===== config.mk =====
export PLATFORM = sky130hd
export DESIGN_NAME = ihs_ctrl
export DESIGN_NICKNAME = d
export VERILOG_FILES = /design/src/ihs_pkg.sv /design/src/ihs_ctrl.sv
export SDC_FILE = /design/constraint.sdc
export NUM_CORES = 1
export LEC_CHECK = 0
export BUFFER_PORTS_ARGS = -buffer_cell sky130_fd_sc_hd__buf_2
export CELL_PAD_IN_SITES_DETAIL_PLACEMENT = 0
export CELL_PAD_IN_SITES_GLOBAL_PLACEMENT = 1
export CORE_ASPECT_RATIO = 0.8
export CORE_MARGIN = 4
export CORE_UTILIZATION = 39
export DETAILED_ROUTE_END_ITERATION = 8
export PLACE_DENSITY = 0.73
export SKIP_LAST_GASP = 1
export SLEW_MARGIN = 30
export SYNTH_ARGS = -nofsm -noshare
export SYNTH_HDL_FRONTEND = slang
export SYNTH_SLANG_ARGS = --single-unit

===== constraint.sdc =====
create_clock -name clk_i -period 2.5 [get_ports clk_i]
set_input_delay 0.125 -clock clk_i [delete_from_list [all_inputs] [get_ports clk_i]]
set_output_delay 0.125 -clock clk_i [all_outputs]
set_load 0.05 [all_outputs]

===== src/ihs_pkg.sv =====
package ihs_pkg;

  localparam int MAX_NODES = 64;
  localparam int IDX_W     = $clog2(MAX_NODES);
  localparam int ADDR_W    = 4;

  localparam logic signed [31:0] ONE_Q16 = 32'sh0001_0000;
  localparam logic signed [31:0] S32_MAX = 32'sh7FFF_FFFF;
  localparam logic signed [31:0] S32_MIN = 32'sh8000_0000;

  localparam logic [1:0] REG_DIFF = 2'd0;
  localparam logic [1:0] REG_FLUX = 2'd1;
  localparam logic [1:0] REG_LAST = 2'd2;

  localparam logic CMD_LOAD = 1'b0;
  localparam logic CMD_STEP = 1'b1;

  typedef enum logic [4:0] {
    OP_IDLE, OP_FETCH, OP_N0_MUL, OP_N0_DC, OP_N0_DD, OP_M_G0, OP_M_G1, OP_M_DC,
    OP_M_DD, OP_L_MULK, OP_L_E, OP_L_B, OP_L_MUL1, OP_L_MUL2, OP_L_XN, OP_L_MUL3,
    OP_L_U1, OP_BS_RD, OP_BS_MUL, OP_BS_WR, OP_EM_RD, OP_EM_LD, OP_EM_WAIT
  } op_e;

  typedef struct packed {
    op_e  op;
    logic div_start;
    logic in_ready;
  } cmd_t;

  typedef struct packed {
    logic in_valid;
    logic in_cmd;
    logic p_zero;
    logic p_last;
    logic ptr_zero;
    logic ptr_last;
    logic div_busy;
    logic div_done;
    logic out_fire;
  } stat_t;

  function automatic logic signed [31:0] sat32(input logic signed [35:0] v);
    logic signed [31:0] r;
    if (v > 36'(S32_MAX)) r = S32_MAX;
    else if (v < 36'(S32_MIN)) r = S32_MIN;
    else r = v[31:0];
    return r;
  endfunction

  // Q16.16 product: round half away from zero, saturate
  function automatic logic signed [31:0] mul_round(input logic signed [63:0] p);
    logic        neg;
    logic [63:0] m;
    logic [47:0] t;
    logic signed [31:0] r;
    neg = p[63];
    m   = neg ? 64'(-p) : 64'(p);
    t   = 48'((m + 64'd32768) >> 16);
    if (t >= 48'h8000_0000) r = neg ? S32_MIN : S32_MAX;
    else r = neg ? -$signed(t[31:0]) : $signed(t[31:0]);
    return r;
  endfunction

endpackage


===== src/ihs_ctrl.sv =====
module ihs_ctrl (
  input  logic           clk_i,
  input  logic           rst_ni,
  input  ihs_pkg::stat_t stat_i,
  output ihs_pkg::cmd_t  cmd_o
);
  import ihs_pkg::*;

  typedef enum logic [22:0] {
    S_IDLE    = 23'(1) << 0,
    S_FETCH   = 23'(1) << 1,
    S_N0_MUL  = 23'(1) << 2,
    S_N0_DC   = 23'(1) << 3,
    S_N0_DD   = 23'(1) << 4,
    S_M_G0    = 23'(1) << 5,
    S_M_G1    = 23'(1) << 6,
    S_M_DC    = 23'(1) << 7,
    S_M_DD    = 23'(1) << 8,
    S_L_MULK  = 23'(1) << 9,
    S_L_E     = 23'(1) << 10,
    S_L_B     = 23'(1) << 11,
    S_L_MUL1  = 23'(1) << 12,
    S_L_MUL2  = 23'(1) << 13,
    S_L_XN    = 23'(1) << 14,
    S_L_MUL3  = 23'(1) << 15,
    S_L_U1    = 23'(1) << 16,
    S_BS_RD   = 23'(1) << 17,
    S_BS_MUL  = 23'(1) << 18,
    S_BS_WR   = 23'(1) << 19,
    S_EM_RD   = 23'(1) << 20,
    S_EM_LD   = 23'(1) << 21,
    S_EM_WAIT = 23'(1) << 22
  } state_e;

  state_e state_q, state_d;
  op_e    op;
  logic   is_div;

  always_comb begin
    op     = OP_IDLE;
    is_div = 1'b0;
    case (state_q)
      S_IDLE:    op = OP_IDLE;
      S_FETCH:   op = OP_FETCH;
      S_N0_MUL:  op = OP_N0_MUL;
      S_N0_DC:   begin op = OP_N0_DC; is_div = 1'b1; end
      S_N0_DD:   begin op = OP_N0_DD; is_div = 1'b1; end
      S_M_G0:    begin op = OP_M_G0;  is_div = 1'b1; end
      S_M_G1:    begin op = OP_M_G1;  is_div = 1'b1; end
      S_M_DC:    begin op = OP_M_DC;  is_div = 1'b1; end
      S_M_DD:    begin op = OP_M_DD;  is_div = 1'b1; end
      S_L_MULK:  op = OP_L_MULK;
      S_L_E:     begin op = OP_L_E;   is_div = 1'b1; end
      S_L_B:     begin op = OP_L_B;   is_div = 1'b1; end
      S_L_MUL1:  op = OP_L_MUL1;
      S_L_MUL2:  op = OP_L_MUL2;
      S_L_XN:    begin op = OP_L_XN;  is_div = 1'b1; end
      S_L_MUL3:  op = OP_L_MUL3;
      S_L_U1:    op = OP_L_U1;
      S_BS_RD:   op = OP_BS_RD;
      S_BS_MUL:  op = OP_BS_MUL;
      S_BS_WR:   op = OP_BS_WR;
      S_EM_RD:   op = OP_EM_RD;
      S_EM_LD:   op = OP_EM_LD;
      S_EM_WAIT: op = OP_EM_WAIT;
      default:   op = OP_IDLE;
    endcase
  end

  always_comb begin
    state_d = state_q;
    case (state_q)
      S_IDLE: if (stat_i.in_valid && stat_i.in_cmd == CMD_STEP) state_d = S_FETCH;
      S_FETCH: begin
        if (stat_i.p_zero) state_d = S_N0_MUL;
        else if (stat_i.p_last) state_d = S_L_MULK;
        else state_d = S_M_G0;
      end
      S_N0_MUL:  state_d = S_N0_DC;
      S_N0_DC:   if (stat_i.div_done) state_d = S_N0_DD;
      S_N0_DD:   if (stat_i.div_done) state_d = S_IDLE;
      S_M_G0:    if (stat_i.div_done) state_d = S_M_G1;
      S_M_G1:    if (stat_i.div_done) state_d = S_M_DC;
      S_M_DC:    if (stat_i.div_done) state_d = S_M_DD;
      S_M_DD:    if (stat_i.div_done) state_d = S_IDLE;
      S_L_MULK:  state_d = S_L_E;
      S_L_E:     if (stat_i.div_done) state_d = S_L_B;
      S_L_B:     if (stat_i.div_done) state_d = S_L_MUL1;
      S_L_MUL1:  state_d = S_L_MUL2;
      S_L_MUL2:  state_d = S_L_XN;
      S_L_XN:    if (stat_i.div_done) state_d = S_L_MUL3;
      S_L_MUL3:  state_d = S_L_U1;
      S_L_U1:    state_d = S_BS_RD;
      S_BS_RD:   state_d = S_BS_MUL;
      S_BS_MUL:  state_d = S_BS_WR;
      S_BS_WR:   state_d = stat_i.ptr_zero ? S_EM_RD : S_BS_RD;
      S_EM_RD:   state_d = S_EM_LD;
      S_EM_LD:   state_d = S_EM_WAIT;
      S_EM_WAIT: begin
        if (stat_i.out_fire) state_d = stat_i.ptr_last ? S_IDLE : S_EM_RD;
      end
      default:   state_d = S_IDLE;
    endcase
  end

  always_ff @(posedge clk_i or negedge rst_ni) begin
    if (!rst_ni) state_q <= S_IDLE;
    else state_q <= state_d;
  end

  assign cmd_o.op        = op;
  assign cmd_o.div_start = is_div & ~stat_i.div_busy & ~stat_i.div_done;
  assign cmd_o.in_ready  = state_q == S_IDLE;
endmodule


==> results.tsv, run 1 <==
metric	value	unit
grt_use_total	0.1975	
violations	setup timing	
die_h	64.98	um
path_class	reg2out	
ys_seq_area_frac	0.3644	
maxCapViolCount	0	
worstSetupEndpointType	primary output	
grt_pass1_wl	7762	um
synth_top_family_by_area	simple AND/OR/NAND/NOR gates	
critical_path_required	2.38	ns
clkSinkCount	23	
grt_pass1_vias	1610	
synthesis.nets	181	
die_w	79.23	um
synth-xor-area-share	0.04427	
grt_max_degree	24	
swShare	0.4259	
drv_slew	0	
p_switching	0.8312	mW
viasPerCell	5.430	
critPathSlowestCell	or4_4	
root_buffer	clkbuf_8	
syn_area	1583	um2
arrival	2.58	ns
cts_max_level	1	
seqPwrFrac	0.227	
crit_buf_inv	3	
outcome	finished, violations left	
power.internal	1.120	mW
gp_congestion	0.9027	
first_iter_violations	100	
hold_ws	0.05533	ns
synth_fa_ha_area_frac	0	
synthDistinctLibCells	50	
core_area	3854	um2
hold_class	in2reg	
synth_compound_area_frac	0.1233	
synth_top_area_frac	0.3478	
cts_buffer_depth	2	
antenna_found_initial	0	
drc	0	
initial_core_util	0.4107	
synth_mux_area_frac	0.03715	
yosys-top-cells-area	dfrtp_1 (35%), nor2_1 (4.7%), xor2_1 (3.3%), nand2_1 (3.1%), o21ai_0 (2.8%)	
slowest_delay	0.56	ns
yosys.area.top_type	dfrtp_1	
relSlewSlack	0.6310	
dieArea	5148	um2
largest_register_ffs	23	
detail-route-antenna-nets	0	
layout-drive-gt1-share	0.4764	
tritoncts	done	
vias	1678	
port_buffers	17	
dp_hpwl	3601	um
synth-simple-area-share	0.3747	
timing.fmax	370.1	MHz
routed_wl	5319	um
ys_warn_count	0	
io_pins	18	
clock_power_share	0.122	
numCtsBuffers	3	
worstPathMaxFanout	3	
largestRegisters	state_q x23	
rows	20	
post-route-util	0.6390	
r2r_slack	-0.05	ns
finalHoldViolations	0	
dr.pass1.iters	4	
max-vdd-ir-drop	786.5	uV
routedWlPerCell	17.21	um
tightestPinTransition	0.5484	ns
syn_to_final_growth	55.57	%
setup_ws	-0.2017	ns
nNetsFinal	266	
gr-total-overflow	0	
synth-seq-cells	23	
most-common-layout-cells	buf_4 (66), dfrtp_1 (22), nor2_1 (20)	
clock_skew	0.003935	ns
rsz0062_at_grt	true	
power_frac_comb	0.651	
cp_top_family	simple AND/OR/NAND/NOR gates	
synthArstFlopShare	1.000	
final_common_cell	buf_4	
fin_crit_sh	1.081	
fin_crit	2.702	ns
critPathLaunchType	flop	
path_cells	nor4_2 > buf_4 > nand2_2 > or4_4 > nor4b_4 > buf_4 > nand4b_1 > nand4b_1 > buf_6	
nFillCells	328	
netlist_instances	170	
syn-mean-instance-area	9.310	um2
setup_viol_count_final	11	
p_per_area	792.6	nW/um2
synth_edf_count	0	
insertedDiodeCount	0	
finalNonFillerCells	309	
p_leak	1.247	nW
regMostFlops	state_q	
placedCellCount	290	
clock_latency	0.27	ns
clkSlewWorstSetupHoldPaths	0.08	ns
ys.flop_type	dfrtp_1	
[layout make-up]
cell class,instances,area [um2],share of cell area
Tap cell,55,68.82,0.02795
Sequential cell,23,576.8,0.2342
Multi-Input combinational cell,133,1081,0.4390
Clock buffer,4,45.04,0.01829
Inverter,8,30.03,0.01220
Timing Repair Buffer,86,660.6,0.2683
[worst reg2reg max path, stage by stage (launching register included)]
cell and delay (ns):
dfrtp_1 0.41, nor4_4 0.34, buf_4 0.17, nand4_1 0.12, or4_4 0.53, a41oi_2 0.24
buf_4 0.14, or3_4 0.18, mux2_4 0.31
[path summary, 6_finish.rpt]
kind,start,endpoint,depth (start not counted)
max,state_q[8]$_DFFE_PN0P_,cmd_o[2],9
max reg2reg,state_q[13]$_DFFE_PN0P_,state_q[6]$_DFFE_PN0P_,8
min,stat_i[4],state_q[17]$_DFFE_PN0P_,2
max in group asynchronous,rst_ni,state_q[0]$_DFFE_PN1P_,2
min reg2reg,state_q[21]$_DFFE_PN0P_,state_q[21]$_DFFE_PN0P_,2
min in group asynchronous,rst_ni,state_q[13]$_DFFE_PN0P_,2
[cells by family after synthesis]
group,after synthesis
compound gates,26
buf+inv,14
flops,23
mux,5
simple gates,94
xor+xnor,8
[power groups by stage]
stage          Sequential [mW]  Clock [mW]  Combinational, mW
6_report                 0.443       0.238               1.27
4_1_cts                  0.435       0.248               1.08
2_1_floorplan            0.450           0              0.578
5_1_grt                  0.445       0.265               1.35
3_3_place_gp             0.435           0              0.963
3_5_place_dp             0.437           0              0.973
[synth_stat cells (2+ instances only)]
cell type / n
nor3b_1: 6
nand4_1: 3
nor4_1: 7
inv_1: 8
o21ai_0: 9
nor4b_1: 4
buf_6: 2
nor3_1: 6
a22oi_1: 2
nor4bb_1: 2
nor2_1: 20
dfrtp_1: 22
or4_1: 4
xnor2_1: 2
nor4_2: 2
a21o_1: 3
a21oi_1: 3
nand3_1: 8
or3_1: 4
nand2_1: 13
nor2b_1: 2
mux2_2: 2
xor2_1: 6
nand4b_1: 3
nor4_4: 2
[per-stage QoR]
step	setup slack, ns	setup TNS [ns]	total power, mW	instance area, um2
finish	-0.2017	-1.033	1.952	2462
global route	-0.3158	-2.522	2.061	2462
CTS	-0.2157	-0.6149	1.766	2271
detailed placement	-0.09840	-0.6148	1.410	2092
global placement	-0.1352	-1.013	1.398	2092
floorplan	-0.007003	-0.007003	1.028	1595
[routing by layer]
layer / up-vias / GRT usage / part of all wire
met3: 16 / 0.03611 / 0.047
li1: 799 / - / -
met5: - / 0 / 0
met2: 51 / 0.3141 / 0.47
met4: 0 / 0.07082 / 0.031
met1: 812 / 0.2683 / 0.45
[what timing repair did]
action,4_1_cts,5_1_grt
setup endpoints to repair,18,18
gates resized for setup,23,25
pin swaps,6,20
hold endpoints to repair,22,0
buffers inserted,5,14
hold buffers,1,0
No activity file was read; power rests on OpenSTA's default activity.
==> inputs of run 2 (changes only) <==
CORE_UTILIZATION = 30   (was 39)
PLACE_DENSITY = 0.59   (was 0.73)
==> run 2 against run 1 <==
The run still ends with setup timing left. Combinational power down 3%. First-iteration DRC count up 24%. Register-to-register slack better by 0.05 ns. Sequential share of layout area up 0.42 points. Clock power about the same. Routed wire length down 6.1%. Count of clock-buffer cells in the layout down 1. Core utilization down 16 points. Critical path type unchanged. Final cell count up 1.3%.
==> results.tsv, run 2 (synthesis results as in run 1) <==
metric	value	unit	change
outcome	finished, violations left		
violations	setup timing		
rsz0062_at_grt	true		
fin_crit_sh	1.039		-0.04119
antenna_found_initial	0		unchanged
clock_skew	0.004675	ns	+0.0007393 ns
gp_congestion	0.9421		+4.4%
grt_max_degree	24		unchanged
port_buffers	17		unchanged
relSlewSlack	0.6032		-0.02783
hold_ws	0.03094	ns	-0.02439 ns
drc	0		unchanged
cts_max_level	1		unchanged
clkSlewWorstSetupHoldPaths	0.09	ns	about the same
maxCapViolCount	0		unchanged
regMostFlops	state_q		
place_area	2108	um2	+0.78%
die_w	89.21	um	+13%
layout-drive-gt1-share	0.4781		+0.001710
syn_to_final_growth	52.81	%	
setup_ws	-0.09870	ns	+0.1030 ns
routedWlPerCell	15.96	um	-7.3%
io_pins	18		unchanged
root_buffer	clkbuf_8		
grt_use_total	0.1525		-0.04506
path_class	reg2out		
seqPwrFrac	0.228		about the same
numCtsBuffers	3		unchanged
viasPerCell	5.163		-4.9%
dieArea	6509	um2	+26%
final_area	2419	um2	-1.8%
reg2reg_depth	11		+3
p_per_area	786.8	nW/um2	-0.73%
clock_latency	0.27	ns	about the same
arrival	2.47	ns	-0.11 ns
critPathLaunchType	flop		
clkSinkCount	23		unchanged
vias	1616		-3.7%
setup_viol_count_final	6		-5
reg2reg_from	state_q[0]$_DFFE_PN1P_		
swShare	0.4175		-0.008348
worstPathMaxFanout	4		+1
tightestPinTransition	0.5869	ns	+0.03853 ns
initial_core_util	0.3125		-0.09821
cts_buffer_depth	2		unchanged
final_common_cell	buf_4		
tritoncts	done		
largestRegisters	state_q x23		
clock_power_share	0.127		+0.005
grt_pass1_wl	7638	um	-1.6%
largest_register_ffs	23		unchanged
p_leak	1.226	nW	-1.7%
critical_path_required	2.38	ns	about the same
p_switching	0.7946	mW	-4.4%
hold_class	in2reg		
grt_pass1_vias	1601		-0.56%
routed_wl	4995	um	-6.1%
most-common-layout-cells	buf_4 (63), dfrtp_1 (22), nor2_1 (19)		
power.internal	1.108	mW	-1.1%
dp_hpwl	3773	um	+4.8%
nNetsFinal	263		-1.1%
max-vdd-ir-drop	593.2	uV	-25%
fin_crit	2.599	ns	-0.1030 ns
insertedDiodeCount	0		unchanged
gr-total-overflow	0		unchanged
dr.pass1.iters	4		unchanged
die_h	72.97	um	+12%
timing.fmax	384.8	MHz	+4.0%
core_area	5065	um2	+31%
detail-route-antenna-nets	0		unchanged
rows	23		+15%
startpoint	state_q[16]$_DFFE_PN0P_		
worstSetupEndpointType	primary output		
power_frac_comb	0.645		-0.006
finalHoldViolations	0		unchanged
drv_slew	0		unchanged
hold_start	stat_i[6]		
first_iter_violations	124		+24%
nFillCells	485		+48%
hold_depth	2		unchanged
[run 2: power by group through the flow]
stage          registers, mW  logic, mW  clock network [mW]
6_report               0.434       1.23               0.241
3_5_place_dp           0.436       1.02                   0
2_1_floorplan          0.450      0.578                   0
4_1_cts                0.433       1.11               0.249
5_1_grt                0.436       1.32               0.258
3_3_place_gp           0.437       1.02                   0
[run 2: layout make-up]
cell class	count	area (um2)	share of cell area
clock inverter	1	5.005	0.002069
inverter	8	30.03	0.01242
tap	62	77.57	0.03207
sequential	23	576.8	0.2385
multi-input combinational	133	1060	0.4382
clock buffer	3	41.29	0.01707
timing repair buffer	83	628.1	0.2597
[run 2: worst max-delay path: stages (launching register included)]
cell and delay [ns]:
dfrtp_1 0.42, nor4_4 0.38, buf_4 0.18, buf_4 0.11
nand3_1 0.13, or3_4 0.40, nor3b_1 0.21, nor4_1 0.09
nand4b_1 0.11, buf_6 0.17
[run 2: worst paths after layout]
path	to	slack (ns)
max	cmd_o[2]	-0.1
min	state_q[9]$_DFFE_PN0P_	0.03
max reg2reg	state_q[10]$_DFFE_PN0P_	0
min reg2reg	state_q[22]$_DFFE_PN0P_	0.60
max in group asynchronous	state_q[0]$_DFFE_PN1P_	1.76
min in group asynchronous	state_q[13]$_DFFE_PN0P_	0.36
[run 2: what timing repair did]
item,in CTS,in global routing
setup endpoints to repair,19,19
hold buffers,1,0
setup buffers,5,5
gates resized for setup,20,20
pin swaps,4,9
endpoints found under the hold margin,22,0
[run 2: through the flow]
stage / worst slack [ns] / TNS, ns / total power, mW / utilization / std cells
CTS: -0.1303 / -0.7433 / 1.795 / 0.4503 / 308
global placement: -0.1323 / -0.6542 / 1.453 / 0.4163 / 298
floorplan: -0.007003 / -0.007003 / 1.028 / - / 170
detailed placement: -0.1822 / -1.169 / 1.454 / 0.4163 / 298
finish: -0.09870 / -0.3435 / 1.903 / 0.4775 / 313
global route: -0.1921 / -1.249 / 2.010 / 0.4775 / 313
[run 2: per-layer routing]
metal | wire length (um) | up-vias | GRT usage
met5 | 0 | - | 0
met2 | 2276 | 40 | 0.2379
met3 | 246 | 8 | 0.02822
li1 | - | 797 | -
met1 | 2393 | 771 | 0.2202
met4 | 78 | 0 | 0.03140
==> inputs of run 3 (changes only) <==
BUFFER_PORTS_ARGS = -buffer_cell sky130_fd_sc_hd__clkbuf_2   (was -buffer_cell sky130_fd_sc_hd__buf_2)
==> run 3 against run 2 <==
The run still ends with setup timing left. Combinational power rose by 24%. Hold slack better by 0.020 ns. Sequential cell count is the same. Count of clock-buffer cells in the layout is 1 higher. Clock skew down 0.0032 ns. Power up 16%. Die area stayed put. Via count increased by 1.7%. Critical path depth unchanged. Register-to-register slack hardly changed. Core utilization increased by 4.5 points. Final cell count up 1.6%. Critical path type unchanged.
==> results.tsv, run 3 (synthesis results as in run 1) <==
metric	value	unit	change
rsz0062_at_grt	true		
grt-busiest-layer	met2		
regMostFlops	state_q		
slowest_delay	0.52	ns	+0.10 ns
relSlewSlack	0.5829		-0.02030
viasPerCell	5.170		+0.13%
layout-drive-gt1-share	0.5273		+0.04926
grt_use_total	0.1626		+0.01014
cts_max_level	1		unchanged
outcome	finished, violations left		
clock_latency	0.26	ns	about the same
routed_wl	5109	um	+2.3%
dr.pass1.iters	4		unchanged
nNetsFinal	268		+1.9%
gr-total-overflow	0		unchanged
startpoint	state_q[17]$_DFFE_PN0P_		
die_h	72.97	um	unchanged
antenna_found_initial	0		unchanged
grt_pass1_vias	1661		+3.7%
insertedDiodeCount	0		unchanged
critical_path_required	2.38	ns	about the same
first_iter_violations	68		-45%
routedWlPerCell	16.07	um	+0.67%
worstSetupEndpointType	primary output		
dieArea	6509	um2	unchanged
cp_common_cell	buf_4		
timing.fmax	371.8	MHz	-3.4%
critPathLaunchType	flop		
drv_slew	0		unchanged
clkSinkCount	23		unchanged
dp_hpwl	3877	um	+2.8%
cp_top_family	simple AND/OR/NAND/NOR gates		
die_w	89.21	um	unchanged
gp_congestion	0.8827		-6.3%
grt_pass1_wl	8121	um	+6.3%
hold_class	in2reg		
finalHoldViolations	0		unchanged
tns	-0.6046	ns	-0.2612 ns
use_met3	0.01806		-0.01016
cts_buffer_depth	2		unchanged
port_buffers	17		unchanged
largest_register_ffs	23		unchanged
worstPathMaxFanout	3		-1
r2r_slack	-0.01	ns	about the same
reg2reg_from	state_q[17]$_DFFE_PN0P_		
io_pins	18		unchanged
grt_max_degree	24		unchanged
cp.depth	9		unchanged
dp_slack	-0.2130	ns	-0.03076 ns
arrival	2.56	ns	+0.09 ns
met1_usage	0.2270		+0.006841
syn_to_final_growth	67.19	%	
core_area	5065	um2	unchanged
vias	1644		+1.7%
detail-route-antenna-nets	0		unchanged
numCtsBuffers	3		unchanged
violations	setup timing		
initial_core_util	0.3125		unchanged
drc	0		unchanged
p_per_area	831.7	nW/um2	+5.7%
tritoncts	done		
reg2reg_to	state_q[6]$_DFFE_PN0P_		
clkSlewWorstSetupHoldPaths	0.08	ns	about the same
most-common-layout-cells	buf_4 (59), dfrtp_1 (22), nor2_1 (18)		
power	2.201	mW	+16%
maxCapViolCount	0		unchanged
root_buffer	clkbuf_8		
p_leak	1.286	nW	+4.9%
crit_buf_inv	4		+1
reg2reg_depth	8		-3
rows	23		unchanged
critPathSlowestCell	or4_4		
largestRegisters	state_q x23		
setup_viol_count_final	9		+3
max-vdd-ir-drop	669.5	uV	+13%
tightestPinTransition	0.6257	ns	+0.03872 ns
critPathCapture	cmd_o[1]		
path_cells	nor4_4 > buf_4 > buf_6 > nand4_1 > or4_4 > a41oi_2 > buf_4 > nor2b_4 > buf_8		
gr-usage-met2	0.2682		+0.03025
setup_ws	-0.1897	ns	-0.09096 ns
fin_crit	2.690	ns	+0.09096 ns
fin_crit_sh	1.076		+0.03638
final_common_cell	buf_4		
path_class	reg2out		
clock_skew	0.001520	ns	-0.003155 ns
## run 3: layout make-up
cell class                 instances  area, um2
tap                               62      77.57
inverter                           8      30.03
timing repair buffer              88      743.2
clock buffer                       4      45.04
multi-input combinational        133       1174
fill                             459       2419
sequential                        23      576.8
## run 3: what timing repair did
action | CTS | global route
setup endpoints to repair | 19 | 19
buffers inserted | 7 | 5
hold buffers | 1 | 0
pin swaps | 8 | 12
endpoints found under the hold margin | 22 | 0
resized for setup | 29 | 41
## run 3: through the flow
stage,hold WS (ns),utilization,std cells,cell area [um2]
floorplan,-0.1706,-,170,1595
global placement,0.1682,0.4326,303,2191
detailed placement,0.1691,0.4326,303,2191
CTS,0.05181,0.4820,315,2441
global route,0.05650,0.5225,318,2646
finish,0.05122,0.5225,318,2646
## run 3: where the power goes
group | switching, mW | total [mW] | internal [mW]
Clock | 0.122 | 0.235 | 0.114
Combinational | 0.738 | 1.52 | 0.785
Sequential | 0.0345 | 0.442 | 0.408
## run 3: how the worst min path moves through the flow
stage | cells after the start | startpoint | endpoint
floorplan | 0 | rst_ni | state_q[10]$_DFFE_PN0P_
global placement | 1 | rst_ni | state_q[15]$_DFFE_PN0P_
detailed placement | 1 | rst_ni | state_q[15]$_DFFE_PN0P_
CTS | 2 | stat_i[4] | state_q[17]$_DFFE_PN0P_
global route | 2 | stat_i[4] | state_q[17]$_DFFE_PN0P_
finish | 2 | stat_i[4] | state_q[17]$_DFFE_PN0P_
## run 3: layer usage
layer  wire [um]  share of wire
met5           0              0
met4          63          0.012
met1        2371           0.46
met3         124          0.024
met2        2551           0.50
